==> src/rtl/fvn_pkg.sv <==
// Package for the fixed-point vector normalizer.
// Holds field widths and the saturating magnitude helper; no dependencies.
package fvn_pkg;

  localparam int IN_W  = 32;  // input component width
  localparam int OUT_W = 18;  // result component width
  localparam int MAG_W = 31;  // saturated magnitude width

  // Magnitude of a component, with the most negative value saturated.
  function automatic logic [MAG_W-1:0] sat_mag(input logic signed [IN_W-1:0] v);
    logic [IN_W-1:0] a;
    begin
      a = v[IN_W-1] ? (~v + IN_W'(1)) : v;
      if (a[IN_W-1]) begin
        sat_mag = {MAG_W{1'b1}};
      end else begin
        sat_mag = a[MAG_W-1:0];
      end
    end
  endfunction

endpackage

==> src/rtl/fvn_if.sv <==
// Channel interfaces of the vector normalizer: input and result words.
// Depends on fvn_pkg for the field widths.
interface fvn_in_if;
  logic                             valid;
  logic                             ready;
  logic signed [fvn_pkg::IN_W-1:0]  x_in;
  logic signed [fvn_pkg::IN_W-1:0]  y_in;
  logic signed [fvn_pkg::IN_W-1:0]  z_in;
  modport source(output valid, x_in, y_in, z_in, input ready);
  modport sink(input valid, x_in, y_in, z_in, output ready);
endinterface

interface fvn_out_if;
  logic                             valid;
  logic                             ready;
  logic signed [fvn_pkg::OUT_W-1:0] x_out;
  logic signed [fvn_pkg::OUT_W-1:0] y_out;
  logic signed [fvn_pkg::OUT_W-1:0] z_out;
  logic                             zero_length;
  modport source(output valid, x_out, y_out, z_out, zero_length, input ready);
  modport sink(input valid, x_out, y_out, z_out, zero_length, output ready);
endinterface

==> src/rtl/fvn_front.sv <==
// Front end: takes an input word and scales it down one bit per cycle.
// Depends on fvn_pkg and fvn_in_if.
module fvn_front #(
  parameter int FRAC_BITS = 16
) (
  input  logic                    clk,
  input  logic                    rst_n,
  fvn_in_if.sink                  in_vec,
  output logic                    push_valid,
  input  logic                    push_ready,
  output logic [3*(FRAC_BITS+1)-1:0] push_data
);

  localparam int CW = FRAC_BITS + 1;
  localparam logic [fvn_pkg::MAG_W-1:0] HALF = fvn_pkg::MAG_W'(1) << (FRAC_BITS - 1);
  localparam logic F_IDLE  = 1'b0;
  localparam logic F_SHIFT = 1'b1;

  logic                           state_r, state_nxt;
  logic signed [fvn_pkg::IN_W-1:0] x_r, y_r, z_r;
  logic [fvn_pkg::MAG_W-1:0]      mx_r;
  logic [fvn_pkg::MAG_W-1:0]      mx0, mx1, mx2, mx01, mx_in;
  logic                           big;

  assign mx0   = fvn_pkg::sat_mag(in_vec.x_in);
  assign mx1   = fvn_pkg::sat_mag(in_vec.y_in);
  assign mx2   = fvn_pkg::sat_mag(in_vec.z_in);
  assign mx01  = (mx1 > mx0) ? mx1 : mx0;
  assign mx_in = (mx2 > mx01) ? mx2 : mx01;

  assign big          = (mx_r >= HALF);
  assign in_vec.ready = (state_r == F_IDLE);
  assign push_valid   = (state_r == F_SHIFT) && !big;
  assign push_data    = {x_r[CW-1:0], y_r[CW-1:0], z_r[CW-1:0]};

  always_comb begin
    state_nxt = state_r;
    unique case (state_r)
      F_IDLE: begin
        if (in_vec.valid) state_nxt = F_SHIFT;
      end
      F_SHIFT: begin
        if (!big && push_ready) state_nxt = F_IDLE;
      end
      default: state_nxt = F_IDLE;
    endcase
  end

  always_ff @(posedge clk) begin
    if (!rst_n) begin
      state_r <= F_IDLE;
    end else begin
      state_r <= state_nxt;
    end
    if (in_vec.valid && in_vec.ready) begin
      x_r  <= in_vec.x_in;
      y_r  <= in_vec.y_in;
      z_r  <= in_vec.z_in;
      mx_r <= mx_in;
    end else if (state_r == F_SHIFT && big) begin
      x_r  <= x_r >>> 1;
      y_r  <= y_r >>> 1;
      z_r  <= z_r >>> 1;
      mx_r <= mx_r >> 1;
    end
  end

endmodule

==> src/rtl/fvn_queue.sv <==
// Two-entry queue between the front end and the back end.
// Depends on nothing but its width parameter.
module fvn_queue #(
  parameter int W = 51
) (
  input  logic         clk,
  input  logic         rst_n,
  input  logic         wr_valid,
  output logic         wr_ready,
  input  logic [W-1:0] wr_data,
  output logic         rd_valid,
  input  logic         rd_ready,
  output logic [W-1:0] rd_data
);

  logic [W-1:0] mem_r [2];
  logic         wr_ptr_r, rd_ptr_r;
  logic [1:0]   count_r;
  logic         do_wr, do_rd;

  assign wr_ready = (count_r != 2'd2);
  assign rd_valid = (count_r != 2'd0);
  assign rd_data  = mem_r[rd_ptr_r];
  assign do_wr    = wr_valid && wr_ready;
  assign do_rd    = rd_valid && rd_ready;

  always_ff @(posedge clk) begin
    if (!rst_n) begin
      wr_ptr_r <= 1'b0;
      rd_ptr_r <= 1'b0;
      count_r  <= 2'd0;
    end else begin
      if (do_wr) wr_ptr_r <= ~wr_ptr_r;
      if (do_rd) rd_ptr_r <= ~rd_ptr_r;
      if (do_wr && !do_rd) begin
        count_r <= count_r + 2'd1;
      end else if (do_rd && !do_wr) begin
        count_r <= count_r - 2'd1;
      end
    end
    if (do_wr) mem_r[wr_ptr_r] <= wr_data;
  end

endmodule

==> src/rtl/fvn_back.sv <==
// Back end: sum of squares, iterative square root, three divider lanes.
// Depends on fvn_pkg and fvn_out_if.
module fvn_back #(
  parameter int FRAC_BITS = 16
) (
  input  logic                        clk,
  input  logic                        rst_n,
  input  logic                        pop_valid,
  output logic                        pop_ready,
  input  logic [3*(FRAC_BITS+1)-1:0]  pop_data,
  fvn_out_if.source                   out_vec
);

  localparam int CW = FRAC_BITS + 1;    // scaled signed component
  localparam int MW = FRAC_BITS;        // component magnitude
  localparam int SW = 2 * FRAC_BITS;    // sum of squares
  localparam int QW = FRAC_BITS + 1;    // quotient
  localparam int NW = $clog2(FRAC_BITS + 2);

  localparam logic [2:0] B_IDLE = 3'd0;
  localparam logic [2:0] B_SQ   = 3'd1;
  localparam logic [2:0] B_SQRT = 3'd2;
  localparam logic [2:0] B_LEN  = 3'd3;
  localparam logic [2:0] B_DIV  = 3'd4;
  localparam logic [2:0] B_FIN  = 3'd5;
  localparam logic [2:0] B_OUT  = 3'd6;

  logic [2:0]           state_r, state_nxt;
  logic signed [CW-1:0] c_r [3];
  logic [1:0]           idx_r;
  logic [NW-1:0]        cnt_r;
  logic [SW-1:0]        acc_r, res_r, bit_r;
  logic [MW-1:0]        len_r;
  logic [MW-1:0]        rem_r [3];
  logic [QW-1:0]        nb_r [3];
  logic [QW-1:0]        q_r [3];
  logic [MW-1:0]        mag [3];
  logic [MW-1:0]        sq_mag;
  logic [SW-1:0]        sq_prod;
  logic [SW:0]          trial;
  logic [QW-1:0]        rem2 [3];
  logic                 ge [3];
  logic signed [QW:0]   sval [3];
  logic signed [31:0]   wide [3];
  logic signed [fvn_pkg::OUT_W-1:0] ox_r, oy_r, oz_r;
  logic                 ozero_r, ovalid_r;

  always_comb begin
    for (int i = 0; i < 3; i++) begin
      mag[i]  = c_r[i][CW-1] ? MW'(-c_r[i]) : MW'(c_r[i]);
      rem2[i] = {rem_r[i], nb_r[i][QW-1]};
      ge[i]   = (rem2[i] >= {1'b0, len_r});
      sval[i] = c_r[i][CW-1] ? -$signed({1'b0, q_r[i]}) : $signed({1'b0, q_r[i]});
      wide[i] = 32'(sval[i]);
    end
  end

  assign sq_mag  = (idx_r == 2'd0) ? mag[0] : (idx_r == 2'd1) ? mag[1] : mag[2];
  assign sq_prod = sq_mag * sq_mag;
  assign trial   = {1'b0, res_r} + {1'b0, bit_r};

  assign pop_ready = (state_r == B_IDLE);

  always_comb begin
    state_nxt = state_r;
    unique case (state_r)
      B_IDLE: if (pop_valid) state_nxt = B_SQ;
      B_SQ:   if (idx_r == 2'd2) state_nxt = B_SQRT;
      B_SQRT: if (cnt_r == NW'(FRAC_BITS - 1)) state_nxt = B_LEN;
      B_LEN:  state_nxt = (res_r == '0) ? B_OUT : B_DIV;
      B_DIV:  if (cnt_r == NW'(QW - 1)) state_nxt = B_FIN;
      B_FIN:  state_nxt = B_OUT;
      B_OUT:  if (out_vec.ready) state_nxt = B_IDLE;
      default: state_nxt = B_IDLE;
    endcase
  end

  always_ff @(posedge clk) begin
    if (!rst_n) begin
      state_r  <= B_IDLE;
      ovalid_r <= 1'b0;
    end else begin
      state_r <= state_nxt;
      if ((state_r == B_LEN && res_r == '0) || state_r == B_FIN) begin
        ovalid_r <= 1'b1;
      end else if (state_r == B_OUT && out_vec.ready) begin
        ovalid_r <= 1'b0;
      end
    end
    case (state_r)
      B_IDLE: begin
        c_r[0] <= pop_data[3*CW-1:2*CW];
        c_r[1] <= pop_data[2*CW-1:CW];
        c_r[2] <= pop_data[CW-1:0];
        idx_r  <= 2'd0;
        acc_r  <= '0;
      end
      B_SQ: begin
        acc_r <= acc_r + sq_prod;
        idx_r <= idx_r + 2'd1;
        res_r <= '0;
        bit_r <= SW'(1) << (SW - 2);
        cnt_r <= '0;
      end
      B_SQRT: begin
        if ({1'b0, acc_r} >= trial) begin
          acc_r <= acc_r - trial[SW-1:0];
          res_r <= (res_r >> 1) + bit_r;
        end else begin
          res_r <= res_r >> 1;
        end
        bit_r <= bit_r >> 2;
        cnt_r <= cnt_r + NW'(1);
      end
      B_LEN: begin
        len_r <= res_r[MW-1:0];
        cnt_r <= '0;
        for (int i = 0; i < 3; i++) begin
          // Upper numerator bits are known to be below the length.
          rem_r[i] <= MW'(mag[i] >> 1);
          nb_r[i]  <= {mag[i][0], {(QW-1){1'b0}}};
          q_r[i]   <= '0;
        end
        ox_r    <= '0;
        oy_r    <= '0;
        oz_r    <= '0;
        ozero_r <= (res_r == '0);
      end
      B_DIV: begin
        for (int i = 0; i < 3; i++) begin
          rem_r[i] <= ge[i] ? MW'(rem2[i] - {1'b0, len_r}) : rem2[i][MW-1:0];
          nb_r[i]  <= nb_r[i] << 1;
          q_r[i]   <= {q_r[i][QW-2:0], ge[i]};
        end
        cnt_r <= cnt_r + NW'(1);
      end
      B_FIN: begin
        ox_r <= wide[0][fvn_pkg::OUT_W-1:0];
        oy_r <= wide[1][fvn_pkg::OUT_W-1:0];
        oz_r <= wide[2][fvn_pkg::OUT_W-1:0];
      end
      default: begin
      end
    endcase
  end

  assign out_vec.valid       = ovalid_r;
  assign out_vec.x_out       = ox_r;
  assign out_vec.y_out       = oy_r;
  assign out_vec.z_out       = oz_r;
  assign out_vec.zero_length = ozero_r;

endmodule

==> src/rtl/fixed_point_vector_normalize.sv <==
// Fixed-point 3-D vector normalizer, top level.
// Depends on fvn_pkg, fvn_if, fvn_front, fvn_queue and fvn_back.
//
// The block takes a word of three signed 32-bit components with FRAC_BITS
// fractional bits and returns one word holding the unit vector as 18-bit
// signed components, plus a zero_length flag that is set, with all three
// components zero, when the input vector is zero. The front end scales the
// vector down by one arithmetic right shift per cycle until the largest
// magnitude is below one half, and then places it in a two-entry queue, so
// it can take the next word while the back end is still busy. The back end
// accumulates the three squares, runs a bit-serial binary square root at
// one result bit per cycle, checks the length for zero, and divides all
// three components in parallel lanes at one quotient bit per cycle. It then
// fixes the signs and presents the word; it takes a new word only when
// idle, after the previous result has been taken, and that loop sets the
// sustained rate. A zero vector skips the divisions and the sign fix-up.
// A finished word waits in the output register until it is taken.
module fixed_point_vector_normalize #(
  parameter int FRAC_BITS = 16
) (
  input  logic       clk,
  input  logic       rst_n,
  fvn_in_if.sink     in_vec,
  fvn_out_if.source  out_vec
);

  localparam int QDW = 3 * (FRAC_BITS + 1);

  logic           fq_valid, fq_ready;
  logic [QDW-1:0] fq_data;
  logic           qb_valid, qb_ready;
  logic [QDW-1:0] qb_data;

  // Front end: capture and pre-scale.
  fvn_front #(.FRAC_BITS(FRAC_BITS)) u_front (
    .clk        (clk),
    .rst_n      (rst_n),
    .in_vec     (in_vec),
    .push_valid (fq_valid),
    .push_ready (fq_ready),
    .push_data  (fq_data)
  );

  // Decoupling queue so each side stalls on its own.
  fvn_queue #(.W(QDW)) u_queue (
    .clk      (clk),
    .rst_n    (rst_n),
    .wr_valid (fq_valid),
    .wr_ready (fq_ready),
    .wr_data  (fq_data),
    .rd_valid (qb_valid),
    .rd_ready (qb_ready),
    .rd_data  (qb_data)
  );

  // Back end: length and the three divisions.
  fvn_back #(.FRAC_BITS(FRAC_BITS)) u_back (
    .clk       (clk),
    .rst_n     (rst_n),
    .pop_valid (qb_valid),
    .pop_ready (qb_ready),
    .pop_data  (qb_data),
    .out_vec   (out_vec)
  );

endmodule

==> src/flat_wrapper.sv <==
// flat-port wrapper written by rule: the top's interface ports become plain ports
module fixed_point_vector_normalize_flat 
#(
  parameter int FRAC_BITS = 16
)
  (clk, rst_n, in_vec_valid, in_vec_x_in, in_vec_y_in, in_vec_z_in, in_vec_ready, out_vec_valid, out_vec_x_out, out_vec_y_out, out_vec_z_out, out_vec_zero_length, out_vec_ready);
  fvn_in_if in_vec_i ();
  fvn_out_if out_vec_i ();
  input  logic clk;
  input  logic rst_n;
  input wire logic [$bits(in_vec_i.valid)-1:0] in_vec_valid;
  input wire logic [$bits(in_vec_i.x_in)-1:0] in_vec_x_in;
  input wire logic [$bits(in_vec_i.y_in)-1:0] in_vec_y_in;
  input wire logic [$bits(in_vec_i.z_in)-1:0] in_vec_z_in;
  output wire logic [$bits(in_vec_i.ready)-1:0] in_vec_ready;
  output wire logic [$bits(out_vec_i.valid)-1:0] out_vec_valid;
  output wire logic [$bits(out_vec_i.x_out)-1:0] out_vec_x_out;
  output wire logic [$bits(out_vec_i.y_out)-1:0] out_vec_y_out;
  output wire logic [$bits(out_vec_i.z_out)-1:0] out_vec_z_out;
  output wire logic [$bits(out_vec_i.zero_length)-1:0] out_vec_zero_length;
  input wire logic [$bits(out_vec_i.ready)-1:0] out_vec_ready;
  assign in_vec_i.valid = in_vec_valid;
  assign in_vec_i.x_in = in_vec_x_in;
  assign in_vec_i.y_in = in_vec_y_in;
  assign in_vec_i.z_in = in_vec_z_in;
  assign in_vec_ready = in_vec_i.ready;
  assign out_vec_valid = out_vec_i.valid;
  assign out_vec_x_out = out_vec_i.x_out;
  assign out_vec_y_out = out_vec_i.y_out;
  assign out_vec_z_out = out_vec_i.z_out;
  assign out_vec_zero_length = out_vec_i.zero_length;
  assign out_vec_i.ready = out_vec_ready;
  fixed_point_vector_normalize #(.FRAC_BITS(FRAC_BITS)) u_core (.clk(clk), .rst_n(rst_n), .in_vec(in_vec_i), .out_vec(out_vec_i));
endmodule
==> config.mk <==
export PLATFORM = sky130hd
export DESIGN_NAME = fixed_point_vector_normalize_flat
export DESIGN_NICKNAME = d
export VERILOG_FILES = /design/src/rtl/fvn_pkg.sv /design/src/rtl/fvn_if.sv /design/src/rtl/fvn_front.sv /design/src/rtl/fvn_queue.sv /design/src/rtl/fvn_back.sv /design/src/rtl/fixed_point_vector_normalize.sv /design/src/flat_wrapper.sv
export SDC_FILE = /design/constraint.sdc
export NUM_CORES = 2
export LEC_CHECK = 0
export ABC_AREA = 1
export BUFFER_PORTS_ARGS = -buffer_cell sky130_fd_sc_hd__buf_2
export CORE_UTILIZATION = 35
export DETAILED_ROUTE_END_ITERATION = 8
export PLACE_DENSITY = 0.58
export SYNTH_ARGS = -nofsm -noshare
export SYNTH_HDL_FRONTEND = slang
export SYNTH_HIERARCHICAL = 1
export SYNTH_SLANG_ARGS = --single-unit
==> constraint.sdc <==
create_clock -name clk -period 10.3 [get_ports clk]
set_input_delay 0.515 -clock clk [delete_from_list [all_inputs] [get_ports clk]]
set_output_delay 0.515 -clock clk [all_outputs]
set_load 0.01 [all_outputs]
==> results.py <==
metrics = {
    "status": {
        "status": "completed",
    },
    "floorplanning": {
        "die_area_mm2": 0.1284,
        "dieWidth_um": 358.3,
        "coreArea_mm2": 0.1257,
        "die_h_um": 358.3,
        "start_util": 0.3534,
        "pin_count": 157,
        "rows": 130,
    },
    "routing": {
        "ant_nets": 0,
        "drc": 0,
        "wirelength_um": 125700,
        "wl_per_cell_um": 17.62,
        "drt_iter0_drc": 2748,
        "drt-pass1-iter-count": 6,
        "viasPerCell": 5.020,
        "vias": 35830,
    },
    "clocking": {
        "clk_latency_ps": 680,
        "cts_tree": "built",
        "cts_setup_buffers": 0,
        "cts_hold_buffers": 0,
        "clkSinkCount": 535,
        "cts_resized": 0,
        "cts_made_buffers": 61,
        "htree_levels": 2,
        "clockBufferDepth": 3,
        "cts_root_buf": "clkbuf_16",
        "clk_pin_slew_ps": 60,
    },
    "synth": {
        "post-synth-top-count-cell": "nand2_1",
        "synthFlopType": "edfxtp_1",
        "synthTopCellsByCount": "nand2_1 (1130), inv_1 (884), edfxtp_1 (525)",
        "synth_nets": 5971,
        "yosysWarnings": 6,
        "ys_seq_area_frac": 0.3593,
        "synth_top_area_frac": 0.3548,
        "synth_area_leaders": "edfxtp_1 (35%), nand2_1 (9.5%), fa_1 (8.9%)",
        "synth-edff-count": 525,
        "ys_ff_latch": 535,
        "netlist_area_mm2": 0.04443,
        "synth_cell_types": 72,
        "syn_inst": 5383,
        "async_flop_share": 0,
        "synth_top_area_cell": "edfxtp_1",
        "avgSynthCellArea_um2": 8.254,
    },
    "timing": {
        "fin_skew_ps": 46.12,
        "timing.final.ws_setup_ps": 1633,
        "fin_crit_ps": 8667,
        "finalSetupViolations": 0,
        "fin_crit_sh": 0.8414,
        "worstMarginPinSlew_ps": 984.2,
        "setup_tns_ps": 0,
        "slew_headroom": 0.3439,
        "rsz0062_at_grt": "no",
        "finalHoldViolCount": 0,
        "fmaxAchievable_ghz": 0.1154,
        "whs_ps": 175.3,
        "finalMaxSlewViolations": 0,
    },
    "layout": {
        "area_growth_pct": 9.211,
        "fin_area_mm2": 0.04853,
        "layout-drive-gt1-share": 0.09116,
        "nNetsFinal": 6020,
    },
    "place": {
        "place_congestion": 0.9000,
        "portBuffers": 156,
        "placed_area_mm2": 0.04644,
        "hpwl_um": 98430,
        "dp_slack_ps": 1703,
    },
    "setup_path": {
        "worstSetupStartpointType": "register",
        "crit_path_max_fanout": 22,
        "worstPathRequired_ps": 10660,
        "ff2ff_setup_slack_ps": 1630,
        "r2r_start": "u_core/u_back/c_r[0][33]",
        "crit_start": "u_core/u_back/c_r[0][33]",
        "crit_arrival_ps": 9030,
        "crit_path_end_kind": "register",
        "critPathKind": "reg2reg",
    },
    "grt": {
        "antenna_found_initial": 7,
        "grt_start_max_net_pins": 95,
        "track_usage": 0.1950,
        "grt_pass1_wl_um": 196300,
        "grt_overflow_total": 0,
        "first_global_vias": 35140,
    },
    "min_path": {
        "hp-class": "in2reg",
        "hp-start": "rst_n",
    },
    "job": {
        "drv_cap": 0,
    },
}
## worst max-delay path: stages (launching register included)
cell and delay [ps]:
edfxtp_1 800, clkinv_1 640, o21ai_0 370, xor2_1 310, or2_2 170, o211ai_1 80
nand2_1 590, inv_1 220, nor2_1 250, ha_1 300, xnor2_1 160, fa_1 540
inv_1 60, fa_1 520, fa_1 440, fa_1 550, inv_1 50, fa_1 530
inv_1 40, ha_1 380, nand2_1 130, o21ai_0 530, o21ai_0 190, nand3_1 180
nand2_1 70, nand2_1 70, xnor2_1 100, o21ai_0 80
## layout make-up
type	count	area [µm²]
Clock buffer	75	1630
Fill cell	12960	77210
Timing Repair Buffer	181	968.4
Tap cell	1650	2064
Inverter	926	3482
Clock inverter	41	451.7
Antenna cell	3	7.507
Multi-Input combinational cell	3727	23950
Sequential cell	535	15970
## metrics by stage
step	cells	util
floorplan	5383	-
global placement	7019	0.3693
detailed placement	7019	0.3693
CTS	7135	0.3859
global route	7135	0.3859
finish	7138	0.3859
## path summary, 6_finish.rpt
| path | endpoint | depth (start not counted) |
|---|---|---|
| worst max-delay path | u_core/u_back/acc_r[29] | 27 |
| worst min-delay path | u_core/u_back/out_vec.valid | 3 |
| worst max register to register | u_core/u_back/acc_r[29] | 27 |
| worst min register to register | u_core/u_queue/mem_r[0][34] | 0 |
## per-layer routing
layer	track usage	part of all wire	up-vias	wire length [µm]
met4	0.06306	0.033	10	4094
met3	0.02411	0.054	188	6746
met5	0	0.00060	-	75
li1	-	-	17680	-
met2	0.3287	0.47	915	59510
met1	0.2586	0.44	17040	55320
## flip-flops by register name, indices dropped and copies added, names as in the netlist, 2 cells and up, named ones only
register and count:
u_core/u_front/y_r 32, u_core/u_front/mx_r 16, u_core/u_back/q_r 51, u_core/u_back/nb_r 3
u_core/u_back/out_vec.y_out 18, u_core/u_back/out_vec.x_out 18, u_core/u_front/x_r 32, u_core/u_back/c_r 51
u_core/u_queue/count_r 2, u_core/u_back/out_vec.z_out 18, u_core/u_back/cnt_r 5, u_core/u_back/acc_r 32
u_core/u_back/len_r 16, u_core/u_queue/mem_r 102, u_core/u_back/idx_r 2, u_core/u_back/state_r 3
u_core/u_back/res_r 32, u_core/u_back/bit_r 16, u_core/u_back/rem_r 48, u_core/u_front/z_r 32
## placed cells by master, fill, tap and decap left out, drive strengths merged, types with 32 or more instances in the layout
| cell | synthesis | routed |
|---|---|---|
| nor2 | 514 | 514 |
| nand2 | 1164 | 1164 |
| buf | 110 | 181 |
| nor3 | 92 | 92 |
| fa | 198 | 198 |
| edfxtp | 525 | 525 |
| nand3 | 297 | 297 |
| mux2 | 51 | 51 |
| nand4 | 52 | 52 |
| clkbuf | 85 | 75 |
| a21oi | 273 | 273 |
| xor2 | 127 | 127 |
| o21ai | 379 | 379 |
| inv | 920 | 923 |
| ha | 290 | 290 |
| clkinv | 6 | 32 |
| xnor2 | 62 | 62 |
## cells by family after synthesis
family | share of synthesized area
mux | 0.01715
flops | 0.3593
buf+inv | 0.1037
compound gates | 0.1016
simple gates | 0.2102
fa+ha+maj | 0.1709
xor+xnor | 0.03725
Power is left out: the tool's default activity adds up to more than one toggle a clock period on the data nets, which glitch-free logic cannot reach.
